--- src/design/dtc_pkg.sv ---
// shared constants, types and helper functions for the decimal time clock counter
package dtc_pkg;

  // scan step divider
  localparam int SCAN_DIVIDE = 16;
  localparam int SCAN_W      = (SCAN_DIVIDE > 2) ? $clog2(SCAN_DIVIDE) : 1;

  // register widths
  localparam int INC_W   = 16;
  localparam int MOD_W   = 17;
  localparam int THR_W   = 8;
  localparam int CFG_W   = MOD_W;
  localparam int CFG_IDX_W = 2;

  // configuration register indexes
  localparam logic [CFG_IDX_W-1:0] REG_STEP_INCREMENT  = 2'd0;
  localparam logic [CFG_IDX_W-1:0] REG_STEP_MODULUS    = 2'd1;
  localparam logic [CFG_IDX_W-1:0] REG_PRESS_THRESHOLD = 2'd2;

  // register reset values
  localparam logic [INC_W-1:0] INC_RESET = 16'd256;
  localparam logic [MOD_W-1:0] MOD_RESET = 17'd86400;
  localparam logic [THR_W-1:0] THR_RESET = 8'd10;

  // display constants
  localparam logic [7:0] DP_BIT   = 8'h40;
  localparam logic [7:0] SEG_ZERO = 8'h50;
  localparam logic [3:0] DIGIT_MAX = 4'd9;

  // stream widths
  localparam int IN_DATA_W  = 8;
  localparam int OUT_DATA_W = 40;

  // one two-digit decimal counter
  typedef struct packed {
    logic [3:0] tens;
    logic [3:0] units;
  } pair_t;

  // active-low segment pattern of one digit, bit 6 is the decimal point
  function automatic logic [7:0] seg_of(input logic [3:0] d);
    logic [7:0] s;
    case (d)
      4'd0:    s = 8'h50;
      4'd1:    s = 8'hD7;
      4'd2:    s = 8'h64;
      4'd3:    s = 8'h45;
      4'd4:    s = 8'hC3;
      4'd5:    s = 8'h49;
      4'd6:    s = 8'h48;
      4'd7:    s = 8'hD5;
      4'd8:    s = 8'h40;
      4'd9:    s = 8'h41;
      default: s = SEG_ZERO;
    endcase
    return s;
  endfunction

  // advance a pair by one, wrapping 99 to 0
  function automatic pair_t pair_bump(input pair_t p);
    pair_t r;
    r = p;
    if (p.units >= DIGIT_MAX) begin
      r.units = 4'd0;
      if (p.tens >= DIGIT_MAX) begin
        r.tens = 4'd0;
      end else begin
        r.tens = p.tens + 4'd1;
      end
    end else begin
      r.units = p.units + 4'd1;
    end
    return r;
  endfunction

  // true when a bump of this pair wraps to 0
  function automatic logic pair_wraps(input pair_t p);
    return (p.units >= DIGIT_MAX) && (p.tens >= DIGIT_MAX);
  endfunction

endpackage

--- src/design/decimal_time_clock_counter_top.sv ---
// decimal time clock counter with multiplexed four-digit display, top level
//
// channel   dir  handshake            payload
// s_*       in   s_tvalid/s_tready    s_tdata: button_centival, button_interval
// m_*       out  m_tvalid/m_tready    m_tuser: scan_strobe; m_tdata: display and digits
// cfg_*     in   cfg_we               cfg_index, cfg_data (17 bit)
//
// one item per clock while s_tready is high: the phase adder, the tick cascade and
// the button timers are short logic between the state registers and the result register
// a result register with a one-entry skid stage lets an item in while a result waits
// s_tready drops only when the skid stage is full
// rst is synchronous and active high; it clears state and both output stages
module decimal_time_clock_counter_top (
  input  logic                            clk,
  input  logic                            rst,
  // item in
  input  logic                            s_tvalid,
  output logic                            s_tready,
  input  logic [dtc_pkg::IN_DATA_W-1:0]   s_tdata,   // [0] button_centival, [1] button_interval
  // item out
  output logic                            m_tvalid,
  input  logic                            m_tready,
  output logic [dtc_pkg::OUT_DATA_W-1:0]  m_tdata,   // [3:0] digit_enable, [11:4] segment_drive,
                                                     // [15:12] interval_tens, [19:16] interval_units,
                                                     // [23:20] centival_tens, [27:24] centival_units,
                                                     // [31:28] tick_tens, [35:32] tick_units
  output logic                            m_tuser,   // [0] scan_strobe
  // configuration writes
  input  logic                            cfg_we,
  input  logic [dtc_pkg::CFG_IDX_W-1:0]   cfg_index,
  input  logic [dtc_pkg::CFG_W-1:0]       cfg_data
);

  localparam logic [dtc_pkg::SCAN_W-1:0] SCAN_LAST = dtc_pkg::SCAN_W'(dtc_pkg::SCAN_DIVIDE - 1);

  // configuration registers
  logic [dtc_pkg::INC_W-1:0] step_increment;
  logic [dtc_pkg::MOD_W-1:0] step_modulus;
  logic [dtc_pkg::THR_W-1:0] press_threshold;

  // clock state
  logic [dtc_pkg::MOD_W-1:0]  acc;
  logic                       tick_pending;
  logic [dtc_pkg::SCAN_W-1:0] scan_div;
  dtc_pkg::pair_t             ticks, cents, intvs;
  logic [3:0][7:0]            disp;
  logic [1:0]                 ptr;
  logic [3:0]                 en_latch;
  logic [7:0]                 seg_latch;
  logic [7:0]                 dur_cent, dur_intv;

  // next values
  logic [dtc_pkg::MOD_W-1:0]  acc_next;
  logic                       tick_pending_next;
  logic [dtc_pkg::SCAN_W-1:0] scan_div_next;
  dtc_pkg::pair_t             ticks_next, cents_next, intvs_next;
  logic [3:0][7:0]            disp_next;
  logic [1:0]                 ptr_next;
  logic [3:0]                 en_latch_next;
  logic [7:0]                 seg_latch_next;
  logic [7:0]                 dur_cent_next, dur_intv_next;
  logic                       scan;

  // phase adder
  logic [dtc_pkg::MOD_W:0] acc_sum, acc_diff;
  logic                    tick_set;

  // output stages
  logic                            skid_valid;
  logic [dtc_pkg::OUT_DATA_W-1:0]  skid_data;
  logic                            skid_user;
  logic [dtc_pkg::OUT_DATA_W-1:0]  res_data;
  logic                            in_acc, out_pop;

  assign s_tready = !skid_valid;
  assign in_acc   = s_tvalid && s_tready;
  assign out_pop  = m_tvalid && m_tready;

  // configuration port, indexes beyond the list are ignored
  always_ff @(posedge clk) begin
    if (rst) begin
      step_increment  <= dtc_pkg::INC_RESET;
      step_modulus    <= dtc_pkg::MOD_RESET;
      press_threshold <= dtc_pkg::THR_RESET;
    end else if (cfg_we) begin
      case (cfg_index)
        dtc_pkg::REG_STEP_INCREMENT:  step_increment  <= cfg_data[dtc_pkg::INC_W-1:0];
        dtc_pkg::REG_STEP_MODULUS:    step_modulus    <= cfg_data;
        dtc_pkg::REG_PRESS_THRESHOLD: press_threshold <= cfg_data[dtc_pkg::THR_W-1:0];
        default: ;
      endcase
    end
  end

  // phase accumulator: one subtract of the modulus, then saturate to 17 bits
  always_comb begin
    acc_sum  = {1'b0, acc} + {2'b00, step_increment};
    tick_set = (acc_sum >= {1'b0, step_modulus});
    acc_diff = tick_set ? (acc_sum - {1'b0, step_modulus}) : acc_sum;
    acc_next = acc_diff[dtc_pkg::MOD_W] ? '1 : acc_diff[dtc_pkg::MOD_W-1:0];
  end

  // scan step: tick cascade, digit scan, then button timers in that order
  always_comb begin
    scan              = (scan_div == SCAN_LAST);
    scan_div_next     = scan ? '0 : scan_div + dtc_pkg::SCAN_W'(1);
    tick_pending_next = tick_pending | tick_set;
    ticks_next        = ticks;
    cents_next        = cents;
    intvs_next        = intvs;
    disp_next         = disp;
    ptr_next          = ptr;
    en_latch_next     = en_latch;
    seg_latch_next    = seg_latch;
    dur_cent_next     = dur_cent;
    dur_intv_next     = dur_intv;

    if (scan) begin
      tick_pending_next = 1'b0;
      if (tick_pending | tick_set) begin
        ticks_next = dtc_pkg::pair_bump(ticks);
        // decimal point flips on every wrap of the tick units
        if (ticks.units >= dtc_pkg::DIGIT_MAX) begin
          disp_next[1] = disp[1] ^ dtc_pkg::DP_BIT;
        end
        if (dtc_pkg::pair_wraps(ticks)) begin
          cents_next   = dtc_pkg::pair_bump(cents);
          disp_next[3] = dtc_pkg::seg_of(cents_next.units);
          disp_next[2] = dtc_pkg::seg_of(cents_next.tens);
          if (dtc_pkg::pair_wraps(cents)) begin
            intvs_next   = dtc_pkg::pair_bump(intvs);
            disp_next[1] = dtc_pkg::seg_of(intvs_next.units);
            disp_next[0] = dtc_pkg::seg_of(intvs_next.tens);
          end
        end
      end

      // drive the next digit with the byte as it stands after the cascade
      ptr_next       = ptr + 2'd1;
      en_latch_next  = 4'b0001 << ptr_next;
      seg_latch_next = disp_next[ptr_next];

      // centival button: advance on release of a long press, no carry
      if (s_tdata[0]) begin
        if (dur_cent != 8'hFF) begin
          dur_cent_next = dur_cent + 8'd1;
        end
      end else begin
        if (dur_cent > press_threshold) begin
          cents_next   = dtc_pkg::pair_bump(cents_next);
          disp_next[3] = dtc_pkg::seg_of(cents_next.units);
          disp_next[2] = dtc_pkg::seg_of(cents_next.tens);
        end
        dur_cent_next = 8'd0;
      end

      // interval button, same scheme
      if (s_tdata[1]) begin
        if (dur_intv != 8'hFF) begin
          dur_intv_next = dur_intv + 8'd1;
        end
      end else begin
        if (dur_intv > press_threshold) begin
          intvs_next   = dtc_pkg::pair_bump(intvs_next);
          disp_next[1] = dtc_pkg::seg_of(intvs_next.units);
          disp_next[0] = dtc_pkg::seg_of(intvs_next.tens);
        end
        dur_intv_next = 8'd0;
      end
    end
  end

  // result item packed lowest field first
  assign res_data = {4'b0000, ticks_next.units, ticks_next.tens,
                     cents_next.units, cents_next.tens,
                     intvs_next.units, intvs_next.tens,
                     seg_latch_next, en_latch_next};

  // state advances on every accepted item
  always_ff @(posedge clk) begin
    if (rst) begin
      acc          <= '0;
      tick_pending <= 1'b0;
      scan_div     <= '0;
      ticks        <= '0;
      cents        <= '0;
      intvs        <= '0;
      disp         <= {4{dtc_pkg::SEG_ZERO}};
      ptr          <= 2'd0;
      en_latch     <= 4'd0;
      seg_latch    <= 8'd0;
      dur_cent     <= 8'd0;
      dur_intv     <= 8'd0;
    end else if (in_acc) begin
      acc          <= acc_next;
      tick_pending <= tick_pending_next;
      scan_div     <= scan_div_next;
      ticks        <= ticks_next;
      cents        <= cents_next;
      intvs        <= intvs_next;
      disp         <= disp_next;
      ptr          <= ptr_next;
      en_latch     <= en_latch_next;
      seg_latch    <= seg_latch_next;
      dur_cent     <= dur_cent_next;
      dur_intv     <= dur_intv_next;
    end
  end

  // result register plus skid stage
  always_ff @(posedge clk) begin
    if (rst) begin
      m_tvalid   <= 1'b0;
      skid_valid <= 1'b0;
    end else if (skid_valid) begin
      if (out_pop) begin
        m_tvalid   <= 1'b1;
        skid_valid <= 1'b0;
      end
    end else if (in_acc) begin
      if (!m_tvalid || out_pop) begin
        m_tvalid <= 1'b1;
      end else begin
        skid_valid <= 1'b1;
      end
    end else if (out_pop) begin
      m_tvalid <= 1'b0;
    end
  end

  // payload side, no reset needed
  always_ff @(posedge clk) begin
    if (skid_valid) begin
      if (out_pop) begin
        m_tdata <= skid_data;
        m_tuser <= skid_user;
      end
    end else if (in_acc) begin
      if (!m_tvalid || out_pop) begin
        m_tdata <= res_data;
        m_tuser <= scan;
      end else begin
        skid_data <= res_data;
        skid_user <= scan;
      end
    end
  end

`ifndef SYNTH
  // the skid stage only fills behind a waiting result
  a_skid_behind_out: assert property (@(posedge clk) disable iff (rst)
    skid_valid |-> m_tvalid)
    else $error("skid stage full with empty result register");

  // a scan step always leaves exactly one digit line driven
  a_scan_drives_digit: assert property (@(posedge clk) disable iff (rst)
    (in_acc && scan) |=> $onehot(en_latch))
    else $error("digit line not one-hot after scan step");

  // counter digits stay decimal
  a_digits_decimal: assert property (@(posedge clk) disable iff (rst)
    ticks.units <= 4'd9 && ticks.tens <= 4'd9 && cents.units <= 4'd9 &&
    cents.tens <= 4'd9 && intvs.units <= 4'd9 && intvs.tens <= 4'd9)
    else $error("counter digit above nine");

  // pending tick is consumed by every scan step
  a_scan_clears_tick: assert property (@(posedge clk) disable iff (rst)
    (in_acc && scan) |=> !tick_pending)
    else $error("tick left pending after scan step");
`endif

endmodule

--- config.mk ---
export PLATFORM = sky130hd
export DESIGN_NAME = decimal_time_clock_counter_top
export DESIGN_NICKNAME = d
export VERILOG_FILES = /design/src/design/dtc_pkg.sv /design/src/design/decimal_time_clock_counter_top.sv
export SDC_FILE = /design/constraint.sdc
export NUM_CORES = 1
export LEC_CHECK = 0
export BUFFER_PORTS_ARGS = -buffer_cell sky130_fd_sc_hd__clkbuf_2
export CAP_MARGIN = 10
export CORE_MARGIN = 1.5
export CORE_UTILIZATION = 24
export CTS_CLUSTER_SIZE = 10
export DETAILED_ROUTE_END_ITERATION = 7
export PLACE_DENSITY = 0.45
export SLEW_MARGIN = 30
export SYNTH_ARGS = -nofsm -noshare
export SYNTH_HDL_FRONTEND = slang
export SYNTH_SLANG_ARGS = --single-unit
export TNS_END_PERCENT = 1
--- constraint.sdc ---
create_clock -name clk -period 8.05 [get_ports clk]
set_input_delay 0.805 -clock clk [delete_from_list [all_inputs] [get_ports clk]]
set_output_delay 0.805 -clock clk [all_outputs]
set_load 0.005 [all_outputs]
==> reports/qor.csv <==
stage,metric,value,unit
outcome,outcome,"finished, violations left",
outcome,failing_checks,DRC,
worst_setup_path,critical_path.most_common_cell,sky130_fd_sc_hd__ha_1,
worst_setup_path,critical_path.max_fanout,12,
grt,grt_first_pass_wirelength,63100,µm
timing,maxClockFrequency,133,MHz
logic_synthesis,synthAdderAreaFrac,0.100,
power,ir_drop,0.141,mV
worst_setup_path,critical_path.slowest_cell,sky130_fd_sc_hd__fa_1,
min_path,hold_path.startpoint,disp[30]$_SDFFE_PP1P_,
logic_synthesis,postSynthCellCount,1669,
detailed_routing,wl,39200,µm
grt,grt_antenna_before_repair,0,
worst_setup_path,crit_required,8450,ps
detailed_routing,detail_route.drc_violations,8,
logic_synthesis,synthSimpleGateAreaFrac,0.174,
cells_and_area,final_layout_size_suffix_gt1_frac,0.140,
detailed_routing,drt_iter0_drc,612,
floorplan,initial_utilization,0.244,
floorplan,ioPinCount,75,
place,place_area,0.0155,mm²
timing,period_utilization_post_route,0.934,
detailed_routing,routed-via-count,11800,
cells_and_area,net_total_in_the_final_layout,1843,
detailed_routing,detail_route.vias_per_cell,4.76,
timing,finalCriticalPeriod,7520,ps
min_path,hp-class,reg2reg,
clock_tree,cts_buffers,28,
clock_tree,clk-insertion-delay-late,570,ps
worst_setup_path,worstSetupEndpointType,register,
detailed_routing,first_pass_iters,8,
logic_synthesis,yosys-mux-area-fraction,0.0696,
cells_and_area,finish.instance_area,0.0164,mm²
logic_synthesis,synth.ff_latch_count,225,
clock_tree,cts.path.max_buffers,3,
cells_and_area,areaGrowthSynthToFinish,14.0,%
timing,max-slew-margin-rel,0.389,
worst_setup_path,worst-endpoint-arrival,7920,ps
min_path,end_of_the_worst_hold_path,disp[30]$_SDFFE_PP1P_,
timing,finClkSkew,24.6,ps
logic_synthesis,yosysWarningCount,0,
timing,finalSetupTns,0,ps
logic_synthesis,synthesis.area,0.0144,mm²
detailed_routing,avgRoutedWirePerCell,15.8,µm
logic_synthesis,number_of_enable_type_register_cells_in_the_synthesized_netlist,74,
timing,rsz_0062_raised_after_global_routing,false,
logic_synthesis,main_combinational_cell_family_by_area_after_synthesis,compound AO/OA/AOI/OAI gates,
place,placement.io_buffers,64,
worst_setup_path,r2r_setup_slack,530,ps
cells_and_area,layout_commonest_cell,sky130_fd_sc_hd__nand2_1,
floorplan,dieWidth,248,µm
logic_synthesis,ys_async_sr_fraction,0,
timing,setup_viol_count_final,0,
clock_tree,cts.root.buffer_cell,sky130_fd_sc_hd__clkbuf_16,
worst_setup_path,timing.reg2reg.worst_path_depth,33,
cells_and_area,mostFrequentLayoutCells,"sky130_fd_sc_hd__nand2_1, sky130_fd_sc_hd__a21oi_1, sky130_fd_sc_hd__nor2_1, sky130_fd_sc_hd__dfxtp_1, sky130_fd_sc_hd__ha_1",
floorplan,die_y,248,µm
logic_synthesis,synth_compound_gate_area_share,0.207,
floorplan,total_die_area,0.0615,mm²
job,max_cap_violations,0,
place,dp.final_hpwl,28100,µm
cells_and_area,finalNonFillerCells,2489,
place,dp_cells,2439,
logic_synthesis,dominantRegCellSynth,sky130_fd_sc_hd__dfxtp_1,
grt,grt-ovfl-total,0,
worst_setup_path,critical_path.top_delay_family,compound AO/OA/AOI/OAI gates,
timing,tightest_slew,916,ps
cells_and_area,fillCellCount,6307,
logic_synthesis,netlist_cell_types,96,
timing,hold_viol,0,
timing,report.final.slew_viol_count,0,
power,p_per_area,172,mW/mm²
logic_synthesis,synth_seq_area_share,0.364,
logic_synthesis,synth_xor_xnor_area_share,0.0316,
cells_and_area,insertedDiodeCount,0,
grt,first_global_vias,11500,
worst_setup_path,crit_type,reg2reg,
floorplan,num_rows,89,
floorplan,design.core.area,0.0591,mm²
logic_synthesis,avg_cell_area_syn,8.63,µm²
clock_tree,clk_transition_reported_paths,60,ps
grt,grt.total_usage,0.127,
worst_setup_path,timing.critical_path.slowest_cell_delay,410,ps
clock_tree,cts_tree,yes,
clock_tree,clock_tree.htree_level_count,1,
place,routabilityCongestion,0.824,
grt,grt_max_degree,86,
power,total_leakage_power,0.00650,µW
worst_setup_path,start_kind,register,
worst_setup_path,r2r_end,disp[16]$_SDFFE_PP0P_,
worst_setup_path,rr_startpoint,step_increment[0]$_SDFFE_PP0P_,
detailed_routing,detail-route-antenna-nets,0,
clock_tree,clock_sink_count,225,
min_path,worst_hold_path.num_cells,1,
worst_setup_path,worstPathBufferInverterCount,2,
## synthesized netlist by cell type (12+ instances only)
| library cell | instances | area [µm²] |
|---|---|---|
| sky130_fd_sc_hd__a31oi_1 | 15 | 93.8 |
| sky130_fd_sc_hd__xor2_1 | 21 | 184 |
| sky130_fd_sc_hd__a21oi_1 | 164 | 821 |
| sky130_fd_sc_hd__nand2_1 | 198 | 743 |
| sky130_fd_sc_hd__xnor2_1 | 31 | 272 |
| sky130_fd_sc_hd__and2_1 | 12 | 75.1 |
| sky130_fd_sc_hd__inv_1 | 86 | 323 |
| sky130_fd_sc_hd__and3_1 | 16 | 100 |
| sky130_fd_sc_hd__ha_1 | 112 | 1400 |
| sky130_fd_sc_hd__dfxtp_1 | 151 | 3020 |
| sky130_fd_sc_hd__nand3_1 | 32 | 160 |
| sky130_fd_sc_hd__nor3_1 | 50 | 250 |
| sky130_fd_sc_hd__nand4_1 | 16 | 100 |
| sky130_fd_sc_hd__a21o_1 | 12 | 90.1 |
| sky130_fd_sc_hd__mux2_2 | 41 | 462 |
| sky130_fd_sc_hd__mux2i_1 | 29 | 290 |
| sky130_fd_sc_hd__o21ai_1 | 19 | 95.1 |
| sky130_fd_sc_hd__a211oi_1 | 28 | 210 |
| sky130_fd_sc_hd__nor2_1 | 160 | 601 |
| sky130_fd_sc_hd__clkbuf_1 | 62 | 233 |
| sky130_fd_sc_hd__o21ai_0 | 104 | 521 |
| sky130_fd_sc_hd__nand2b_1 | 15 | 93.8 |
| sky130_fd_sc_hd__edfxtp_1 | 74 | 2220 |
## state kept, by name, summed over array words and instances (netlist names), 2 cells and up
name	flops
step_increment	16
ticks	8
dur_intv	8
disp	32
ptr	2
intvs	8
m_tdata	36
cents	8
acc	17
skid_data	36
seg_latch	8
en_latch	4
scan_div	4
dur_cent	8
press_threshold	8
step_modulus	17
## cell type report
cell class	count	area [µm²]	share of cell area
Sequential cell	225	5250	0.319
Tap cell	773	967	0.0589
Clock buffer	44	791	0.0481
Clock inverter	5	75.1	0.00457
Inverter	89	334	0.0203
Multi-Input combinational cell	1266	8500	0.517
Timing Repair Buffer	87	515	0.0314
## where the power goes
group	internal (µW)	switching [µW]	total (µW)
registers	1210	19.1	1230
logic	160	232	392
clock network	703	500	1200
total	2080	751	2830
## layer usage
metal  global-route usage  vias up  share of wire
met5                    0        -              0
met4               0.0280        0          0.018
met3               0.0162       42          0.035
met2                0.215      184           0.46
met1                0.172     5618           0.48
li1                     -     6002              -
## cells by family (layout without fill, tap and decap cells)
group | count (synthesis) | after routing
and+or+nand+nor | 551 | 551
AOI/OAI and AO/OA | 463 | 463
DFF | 225 | 225
buffers and inverters | 181 | 225
adders and majority gates | 114 | 114
muxes | 82 | 82
xor gates and xnor gates | 52 | 52
other | 1 | 4
## what timing repair did
action | 4_1_cts | 5_1_grt
setup endpoints to repair | 0 | 9
buffers inserted | 0 | 1
resized for setup | 0 | 5
hold buffers | 0 | 0
## how the worst max path moves through the flow
stage | startpoint | endpoint | slack, ps | cells after the start
after global routing | step_increment[0]$_SDFFE_PP0P_ | disp[16]$_SDFFE_PP0P_ | 2 | 33
after global placement | step_increment[0]$_SDFFE_PP0P_ | disp[16]$_SDFFE_PP0P_ | 490 | 33
final | step_increment[0]$_SDFFE_PP0P_ | disp[16]$_SDFFE_PP0P_ | 530 | 33
after detailed placement | step_increment[0]$_SDFFE_PP0P_ | disp[1]$_SDFFE_PP0P_ | 410 | 32
after floorplan | step_increment[0]$_SDFFE_PP0P_ | disp[16]$_SDFFE_PP0P_ | 1100 | 35
after CTS | step_increment[0]$_SDFFE_PP0P_ | disp[16]$_SDFFE_PP0P_ | 400 | 33
## worst register-to-register path, delay by kind of cell (launching register included)
family	cells	cell delay, ps
AO/OA/AOI/OAI	18	4040
adder cells (fa/ha/maj)	5	1460
AND/OR/NAND/NOR	7	1080
buffers and inverters	2	370
flip-flops	1	310
XOR/XNOR	1	90
## metrics by stage
stage	setup WS [ps]	hold slack (ps)	power, µW	utilization
2_1_floorplan	1100	415	1540	-
3_3_place_gp	490	430	1640	0.262
3_5_place_dp	414	430	1650	0.263
4_1_cts	401	407	2880	0.277
5_1_grt	2.42	444	2960	0.278
6_report	529	441	2830	0.278
(Power assumes the default switching activity.)
